**src/design/ccs_pkg.sv**
```systemverilog
// Shared types and character constants for the C comment stripper.
// No dependencies; imported by every module of the block.
package ccs_pkg;

    // Characters that steer the scanner.
    localparam logic [7:0] CH_SLASH   = 8'h2F;
    localparam logic [7:0] CH_STAR    = 8'h2A;
    localparam logic [7:0] CH_NEWLINE = 8'h0A;

    // Scanner mode; code 7 is never reached.
    typedef enum logic [2:0] {
        MODE_NORMAL = 3'd0,
        MODE_SLASH  = 3'd1,
        MODE_LINE   = 3'd2,
        MODE_BLOCK  = 3'd3,
        MODE_BSTAR  = 3'd4,
        MODE_BSLASH = 3'd5,
        MODE_HALT   = 3'd6
    } mode_t;

    // One result item.
    typedef struct packed {
        logic [7:0] out_byte;
        logic       nested_error;
        logic       last_of_run;
    } result_t;

    // Results caused by one input item: count of 0, 1 or 2, in order.
    typedef struct packed {
        logic [1:0] count;
        result_t    first;
        result_t    second;
    } step_t;

endpackage

```
**src/design/c_comment_stripper_top.sv**
```systemverilog
// C comment stripper: input register, mode registers, scan logic, result queue.
// Depends on ccs_pkg, ccs_scan and ccs_out_fifo.
// Each input request is registered, then its results are written into the result queue.
// Throughput: one input request per cycle while the result queue has room; an
// item giving two results is sent one result at a time by the single-read queue.
// Reset (aresetn low, synchronous) empties both stages and sets normal text mode.
module c_comment_stripper_top (
    input  logic       aclk,
    input  logic       aresetn,
    input  logic       s_axis_tvalid,
    output logic       s_axis_tready,
    input  logic [7:0] s_axis_tdata,   // data_byte
    input  logic       s_axis_tlast,   // end_of_input
    output logic       m_axis_tvalid,
    input  logic       m_axis_tready,
    output logic [7:0] m_axis_tdata,   // out_byte
    output logic       m_axis_tuser,   // nested_error
    output logic       m_axis_tlast    // last_of_run
);
    import ccs_pkg::*;

    logic       in_valid_reg;
    logic [7:0] in_byte_reg;
    logic       in_eoi_reg;
    mode_t      mode_reg, mode_next;
    logic       saw_nl_reg, saw_nl_next;
    step_t      step;
    step_t      push;
    logic       room;
    logic       fire;

    // The held request is processed when the queue has room for two results.
    assign fire = in_valid_reg && room;
    assign s_axis_tready = !in_valid_reg || fire;

    // Input register.
    always_ff @(posedge aclk) begin
        if (!aresetn) begin
            in_valid_reg <= 1'b0;
        end else if (s_axis_tready) begin
            in_valid_reg <= s_axis_tvalid;
        end
    end

    always_ff @(posedge aclk) begin
        if (s_axis_tready && s_axis_tvalid) begin
            in_byte_reg <= s_axis_tdata;
            in_eoi_reg  <= s_axis_tlast;
        end
    end

    // Scan mode registers advance once per processed request.
    always_ff @(posedge aclk) begin
        if (!aresetn) begin
            mode_reg   <= MODE_NORMAL;
            saw_nl_reg <= 1'b0;
        end else if (fire) begin
            mode_reg   <= mode_next;
            saw_nl_reg <= saw_nl_next;
        end
    end

    ccs_scan u_scan (
        .mode_i       (mode_reg),
        .saw_nl_i     (saw_nl_reg),
        .data_byte    (in_byte_reg),
        .end_of_input (in_eoi_reg),
        .mode_o       (mode_next),
        .saw_nl_o     (saw_nl_next),
        .step_o       (step)
    );

    // Only a processed request pushes results.
    always_comb begin
        push = step;
        if (!fire) begin
            push.count = 2'd0;
        end
    end

    ccs_out_fifo u_out_fifo (
        .aclk          (aclk),
        .aresetn       (aresetn),
        .push_i        (push),
        .room_o        (room),
        .m_axis_tvalid (m_axis_tvalid),
        .m_axis_tready (m_axis_tready),
        .m_axis_tdata  (m_axis_tdata),
        .m_axis_tuser  (m_axis_tuser),
        .m_axis_tlast  (m_axis_tlast)
    );

endmodule

```
**src/design/ccs_scan.sv**
```systemverilog
// Per-byte transition logic of the comment stripper: next mode and results.
// Purely combinational; depends on ccs_pkg.
module ccs_scan (
    input  ccs_pkg::mode_t mode_i,
    input  logic           saw_nl_i,
    input  logic [7:0]     data_byte,
    input  logic           end_of_input,
    output ccs_pkg::mode_t mode_o,
    output logic           saw_nl_o,
    output ccs_pkg::step_t step_o
);
    import ccs_pkg::*;

    // Decode one item against the current mode.
    always_comb begin
        mode_o = mode_i;
        saw_nl_o = saw_nl_i;
        step_o.count = 2'd0;
        step_o.first = '{out_byte: data_byte, nested_error: 1'b0, last_of_run: 1'b1};
        step_o.second = '{out_byte: data_byte, nested_error: 1'b0, last_of_run: 1'b1};

        if (mode_i == MODE_HALT) begin
            mode_o = MODE_HALT;
        end else if (end_of_input) begin
            // End of text flushes a pending slash or the block padding.
            if (mode_i == MODE_SLASH) begin
                step_o.count = 2'd1;
                step_o.first.out_byte = CH_SLASH;
            end else if ((mode_i == MODE_BLOCK || mode_i == MODE_BSTAR ||
                          mode_i == MODE_BSLASH) && saw_nl_i) begin
                step_o.count = 2'd1;
                step_o.first.out_byte = CH_NEWLINE;
            end
            mode_o = MODE_NORMAL;
            saw_nl_o = 1'b0;
        end else begin
            unique case (mode_i)
                MODE_NORMAL: begin
                    if (data_byte == CH_SLASH) begin
                        mode_o = MODE_SLASH;
                    end else begin
                        step_o.count = 2'd1;
                    end
                end
                MODE_SLASH: begin
                    if (data_byte == CH_STAR) begin
                        mode_o = MODE_BLOCK;
                        saw_nl_o = 1'b0;
                    end else if (data_byte == CH_SLASH) begin
                        mode_o = MODE_LINE;
                    end else begin
                        // Lone slash: send it, then the byte itself.
                        step_o.count = 2'd2;
                        step_o.first.out_byte = CH_SLASH;
                        step_o.first.last_of_run = 1'b0;
                        mode_o = MODE_NORMAL;
                    end
                end
                MODE_LINE: begin
                    if (data_byte == CH_NEWLINE) begin
                        step_o.count = 2'd1;
                        mode_o = MODE_NORMAL;
                    end
                end
                MODE_BLOCK, MODE_BSTAR, MODE_BSLASH: begin
                    if (mode_i == MODE_BSLASH && data_byte == CH_STAR) begin
                        // Nested open comment: report and halt.
                        step_o.count = 2'd1;
                        step_o.first.out_byte = 8'd0;
                        step_o.first.nested_error = 1'b1;
                        mode_o = MODE_HALT;
                        saw_nl_o = 1'b0;
                    end else if (mode_i == MODE_BSTAR && data_byte == CH_SLASH) begin
                        if (saw_nl_i) begin
                            step_o.count = 2'd1;
                            step_o.first.out_byte = CH_NEWLINE;
                        end
                        mode_o = MODE_NORMAL;
                        saw_nl_o = 1'b0;
                    end else if (data_byte == CH_STAR) begin
                        mode_o = MODE_BSTAR;
                    end else if (data_byte == CH_SLASH) begin
                        mode_o = MODE_BSLASH;
                    end else begin
                        if (data_byte == CH_NEWLINE) begin
                            saw_nl_o = 1'b1;
                        end
                        mode_o = MODE_BLOCK;
                    end
                end
                default: begin
                    mode_o = MODE_NORMAL;
                end
            endcase
        end
    end

endmodule

```
**src/design/ccs_out_fifo.sv**
```systemverilog
// Three-entry result queue: takes up to two results a cycle, sends one when the master side is ready.
// Depends on ccs_pkg for the result type.
module ccs_out_fifo (
    input  logic             aclk,
    input  logic             aresetn,
    input  ccs_pkg::step_t   push_i,
    output logic             room_o,
    output logic             m_axis_tvalid,
    input  logic             m_axis_tready,
    output logic [7:0]       m_axis_tdata,   // out_byte
    output logic             m_axis_tuser,   // nested_error
    output logic             m_axis_tlast    // last_of_run
);
    import ccs_pkg::*;

    localparam int unsigned DEPTH = 3;

    result_t    entry_reg [DEPTH];
    logic [1:0] rd_ptr_reg, rd_ptr_next;
    logic [1:0] wr_ptr_reg, wr_ptr_next;
    logic [1:0] count_reg, count_next;
    logic [1:0] wr_ptr_plus1;
    logic       pop;

    function automatic logic [1:0] inc3(input logic [1:0] p);
        logic [1:0] r;
        r = (p == 2'd2) ? 2'd0 : p + 2'd1;
        return r;
    endfunction

    assign pop = m_axis_tvalid && m_axis_tready;
    // Two free slots after this cycle's read are needed for any item.
    assign room_o = (count_reg - {1'b0, pop}) <= 2'd1;
    assign wr_ptr_plus1 = inc3(wr_ptr_reg);

    // Pointer and fill count update.
    always_comb begin
        rd_ptr_next = pop ? inc3(rd_ptr_reg) : rd_ptr_reg;
        unique case (push_i.count)
            2'd1:    wr_ptr_next = wr_ptr_plus1;
            2'd2:    wr_ptr_next = inc3(wr_ptr_plus1);
            default: wr_ptr_next = wr_ptr_reg;
        endcase
        count_next = count_reg - {1'b0, pop} + push_i.count;
    end

    always_ff @(posedge aclk) begin
        if (!aresetn) begin
            rd_ptr_reg <= 2'd0;
            wr_ptr_reg <= 2'd0;
            count_reg  <= 2'd0;
        end else begin
            rd_ptr_reg <= rd_ptr_next;
            wr_ptr_reg <= wr_ptr_next;
            count_reg  <= count_next;
        end
    end

    // Result storage.
    always_ff @(posedge aclk) begin
        if (push_i.count != 2'd0) begin
            entry_reg[wr_ptr_reg] <= push_i.first;
        end
        if (push_i.count == 2'd2) begin
            entry_reg[wr_ptr_plus1] <= push_i.second;
        end
    end

    // Head of the queue drives the result channel.
    assign m_axis_tvalid = count_reg != 2'd0;
    assign m_axis_tdata  = entry_reg[rd_ptr_reg].out_byte;
    assign m_axis_tuser  = entry_reg[rd_ptr_reg].nested_error;
    assign m_axis_tlast  = entry_reg[rd_ptr_reg].last_of_run;

endmodule
```
**config.mk**
```make
export PLATFORM = sky130hd
export DESIGN_NAME = c_comment_stripper_top
export DESIGN_NICKNAME = d
export VERILOG_FILES = /design/src/design/ccs_pkg.sv /design/src/design/c_comment_stripper_top.sv /design/src/design/ccs_scan.sv /design/src/design/ccs_out_fifo.sv
export SDC_FILE = /design/constraint.sdc
export NUM_CORES = 1
export LEC_CHECK = 0
export BUFFER_PORTS_ARGS = -buffer_cell sky130_fd_sc_hd__buf_2
export CAP_MARGIN = 20
export CORE_UTILIZATION = 49
export CTS_BUF_LIST = sky130_fd_sc_hd__clkbuf_4
export DETAILED_ROUTE_END_ITERATION = 12
export PLACE_DENSITY = 0.72
export SYNTH_ARGS = -nofsm -noshare
export SYNTH_HDL_FRONTEND = slang
export SYNTH_SLANG_ARGS = --single-unit
```
**constraint.sdc**
```tcl
create_clock -name aclk -period 3.57 [get_ports aclk]
set_input_delay 0.357 -clock aclk [delete_from_list [all_inputs] [get_ports aclk]]
set_output_delay 0.357 -clock aclk [all_outputs]
set_load 0.05 [all_outputs]
```
* Word level (Yosys, flattened, before mapping)
Memory sizes are Yosys's and may differ from the RTL's. A register that Yosys moved wholly into a read port is not among the register bits. Cells that the tools add are included.
Storage, ports and cells: output and inout bits 12, memories kept 1, logic and storage cells 103, flip-flop bits (word level) 20, bits in writable memories 30
Memories:
- u_out_fifo.entry_reg | words 3, width 10, read ports 1, clocked after Yosys merged registers in 1, wr ports 2, RTL line ccs_out_fifo.sv:18 | result_t entry_reg [DEPTH];
Operators by class: add/sub/neg operators 5, equality and inequality tests 20, $lt $le $gt $ge 1, reduce and logical (&&, ||, !) cells 18, muxes and demuxes 49, bitwise operators 1
Operator list (count):
- $mux W10 | 6
- $mux W3 | 8
- $mux W1 | 18
- $mux W2 | 9
- $mux W9 | 2
- $eq A8 B6 Y1 const B | 2
- $pmux W8 S2 | 1
- $mux W12 | 1
- $pmux W3 S4 | 1
- $ne A5 B5 Y1 const B | 2
- $eq A3 B3 Y1 const B | 3
- $eq A2 B2 Y1 const B | 4
- $eq A8 B4 Y1 const B | 1
- $ne A4 B2 Y1 const B | 2
- $pmux W2 S4 | 1
- $reduce_and A7 Y1 | 1
- $add A2 B1 Y2 const B | 3
- $eq A3 B2 Y1 const B | 2
- $logic_and A1 B1 Y1 | 6
- $reduce_bool A2 Y1 | 3
- $ne A5 B2 Y1 const B | 1
- $pmux W2 S2 | 1
- $eq A3 B1 Y1 const B | 1
- $logic_not A3 Y1 | 1
- other kinds (12) | 14

* Longest topological paths before layout
depth after elaboration 12, mapped depth 15, mapped depth without buffers 14

* Modules after synthesis
A second synthesis with hierarchy kept.
Unflattened totals: cell total of the unflattened synthesis 286, area, all modules 3146.8 sq um
Modules (own cells, without submodules):
- ccs_out_fifo | area each 1943.1 sq um, cells each 146, instances 1, seq. area each 1061.0 sq um
- ccs_scan | area each 701.9 sq um, cells each 106, instances 1, seq. area each 0.0 sq um
- c_comment_stripper_top | area each 501.7 sq um, cells each 34, instances 1, seq. area each 370.4 sq um

* Worst setup path before layout
Ideal clock, no wire load.
path type reg-to-reg, start point register u_out_fifo.count_reg[1], end point memory u_out_fifo.entry_reg[1][2] (netlist bit) (enable), slack 189 ps, stages on the path, launching flop included 13, path buffers 1, arrival time 3003 ps, period minus slack after synthesis 3381 ps, setup time 378 ps, cell sequence dfxtp_1 > or2_2 > nand2_1 > inv_1 > ha_1 > xor2_1 > nor2_1 > nand3_2 > inv_2 > buf_2 > ha_1 > o21ai_0 > a31oi_1
RTL lines:
- start: declaration | RTL line ccs_out_fifo.sv:21 | logic [1:0] count_reg, count_next;
- start signal: assignment | RTL line ccs_out_fifo.sv:55 | count_reg <= count_next;
- end: declaration | RTL line ccs_out_fifo.sv:18

==> metrics.md <==
| Metric | Value |
|---|---|
| Fill count | `529` |
| Pleak | `1.19 nW` |
| Post-CTS setup buffer count | `0` |
| GRT busiest layer | `met2` |
| Die Wd | `80.1 um` |
| Post-CTS resize count | `0` |
| TritonRoute pass-1 iters | `5` |
| Remaining global-route overflow | `0` |
| Placed instance area | `0.00314 mm^2` |
| Final worst path period need | `3210 ps` |
| GRT Total Usage | `21.1%` |
| Routed len/inst | `16.2 um` |
| Fraction of registers with async set/reset | `0%` |
| Post-DRT Antenna Nets | `0` |
| Met1 usage | `~29%` |
| Largest net degree at the start of global routing | `23` |
| Final setup viols | `0` |
| Synth cell types | `67` |
| Unrepaired setup endpoints after global routing | `false` |
| Hold Crit Class | `in -> reg` |
| Final Skew | `between 9 and 10 ps` |
| Final period utilization | `between 80% and 90%` |
| Post-route setup TNS | `0 ps` |
| Max-cap violations | `0` |
| Global-route wire length before repair | `approximately 11,000 um` |
| Final WL | `~6400 um` |
| Initial drt markers | `295` |
| Sink Count | `52` |
| I/O pin cnt | `25` |
| Critical path endpoint category | `register` |
| DRC Markers | `0` |
| Design Area, Final | `0.00322 mm^2` |
| CTS root buf | `clkbuf_4` |
| Vias in the first global route | `2,172` |
| Die height | `approximately 80 um` |
| CP max FO | `14` |
| Core area | `0.00589 mm^2` |
| Initial Util | `50.8%` |
| Clk slew on worst S/H paths | `150 ps` |
| Worst rel slew slack | `57.6%` |
| Synthesis-stage register bit count | `between 50 and 60` |
| Max reg flops | `30` |
| Met2 Use GR | `approximately 33%` |
| # nets final | `332` |
| YS warnings | `0` |
| Cells after synthesis | `301` |
| Mapped Nets | `roughly 320` |
| Met3 usage | `about 3.2%` |
| Final hold violations | `0` |
| Setup crit start kind | `register` |
| Gp weighted congestion | `0.915` |
| Actual slew at the worst max-slew pin | `634 ps` |
| Peak supply drop | `roughly 0.29 mV` |
| PwrDens | `560 mW/mm^2` |
| Final Slew Violations | `0` |
| Max Fclk | `312 MHz` |
| WP data arrival | `~3300 ps` |
| Htree depth | `2` |
| Port bufs | `24` |
| Sequential share of the synthesized area | `45.9%` |
| Number of synthesized flops with an enable pin | `33` |
| Drt via density | `6.11` |
| Clk buf depth | `2` |
| Hold_buf cts | `0` |
| Vias | `2,403` |
| Initial antenna violation count | `0` |
| Detailed-placement wirelength estimate | `between 4000 and 5000 um` |
| Full die area | `around 0.0064 mm^2` |
| WP data required | `3670 ps` |
| Ys flop type | `edfxtp_1` |
| CTS tree | `done` |
| Share of cells above drive strength 1 | `17.3%` |
| Syn Area/Cell | `9.93 um^2` |
| Critical path type | `reg -> reg` |
| Row Count | `28` |
| Synthesis-to-finish area growth | `7.87%` |
| CTS buffer count | `5` |
| Syn Std Cell Area | `0.00299 mm^2` |
| Ant diodes | `0` |
| Clk_lat worst skew | `approximately 370 ps` |
| Status | `finished, final reports clean` |
-- logic make-up after synthesis --
group,after synthesis,share of synthesized area [%]
buffers and inverters,32,4.60
and+or+nand+nor,92,17.7
muxes,12,4.06
xor gates and xnor gates,4,1.17
DFF,52,45.9
adders and majority gates,2,0.837
AOI/OAI and AO/OA,107,25.8
-- cells in the mapped netlist (all sizes together) (3+ instances only) --
master / n / area, um^2
a21boi: 11 / 82.6
a21o: 3 / 22.5
a21oi: 14 / 81.3
a22oi: 3 / 27.5
a31oi: 6 / 37.5
a32o: 7 / 70.1
and2: 7 / 46.3
buf: 5 / 36.3
clkbuf: 13 / 48.8
dfxtp: 19 / 380
edfxtp: 33 / 991
inv: 14 / 52.6
mux2i: 11 / 110
nand2: 28 / 105
nand2b: 5 / 31.3
nand3: 5 / 30.0
nand4: 3 / 31.3
nor2: 13 / 51.3
nor2b: 13 / 81.3
nor3: 5 / 25.0
o211ai: 5 / 52.6
o21ai: 28 / 148
o22ai: 7 / 43.8
o31ai: 3 / 22.5
o32ai: 3 / 26.3
xnor2: 3 / 26.3
-- report_power, final --
group          leakage [nW]  switching (W)  internal [W]
combinational         0.668       0.000412      0.000207
sequential            0.485       0.000114      0.000736
clock                0.0418       0.000187      0.000150
-- path summary, 6_finish.rpt --
path / startpoint / slack, ps / cells past startpoint / end
setup reg to reg: u_out_fifo.count_reg[1]$_SDFF_PN0_ / 360 / 12 / u_out_fifo.entry_reg[1][9]$_DFFE_PP_
hold / removal: s_axis_tdata[0] / 150 / 1 / in_byte_reg[0]$_DFFE_PP_
hold reg to reg: u_out_fifo.entry_reg[2][0]$_SDFFE_PP1P_ / 510 / 2 / u_out_fifo.entry_reg[2][0]$_SDFFE_PP1P_
setup / recovery: u_out_fifo.count_reg[1]$_SDFF_PN0_ / 360 / 12 / u_out_fifo.entry_reg[1][9]$_DFFE_PP_
-- cell usage in the layout (no fill, tap or decap), drive strengths merged, types with 2 or more instances in the layout --
cell / instances
inv: 15
nand2b: 5
o32ai: 3
a21o: 3
a21boi: 11
o211ai: 5
buf: 27
nand4: 3
mux2i: 11
ha: 2
o21a: 2
nand2: 28
o211a: 2
nand3: 5
and2: 7
o21ai: 28
xnor2: 3
a22oi: 3
a21oi: 14
nor2: 13
nor3b: 2
dfxtp: 19
a211oi: 2
and4: 2
a32o: 7
nor2b: 13
a41o: 2
o22ai: 7
a31oi: 6
o31ai: 3
edfxtp: 33
nor3: 5
clkbuf: 5
-- area by class of cell --
type	count	area, um^2	share of cell area [%]
timing repair buffer	27	143	4.42
inverter	14	52.6	1.63
multi-input combinational	217	1480	45.9
sequential	52	1370	42.5
clock inverter	3	46.3	1.44
tap	75	93.8	2.91
clock buffer	5	37.5	1.16
-- per-stage QoR --
stage	worst slack [ps]	util [%]	power (W)	cells	hold WS [ps]
3_5_place_dp	397	53.4	0.00148	385	491
3_3_place_gp	475	53.4	0.00146	385	475
6_report	363	54.8	0.00181	393	153
4_1_cts	364	54.8	0.00181	393	142
2_1_floorplan	189	-	0.00134	301	456
5_1_grt	32.1	54.8	0.00190	393	131
-- routing by layer --
layer	routed length, um	vias up
met5	0	-
met4	155	0
met3	408	19
met2	2980	106
met1	2820	1107
li1	-	1171
-- worst max-delay path, cell delays in order (launching register included) --
cell and delay (ps):
dfxtp_1 340, or2_2 300, nand2_1 140, inv_1 60, ha_1 200, xor2_1 190
nor2_1 320, nand3_2 240, inv_2 310, ha_1 300, o21ai_0 150, a31oi_1 180
buf_4 190
No activity file was read; power rests on OpenSTA's default activity.
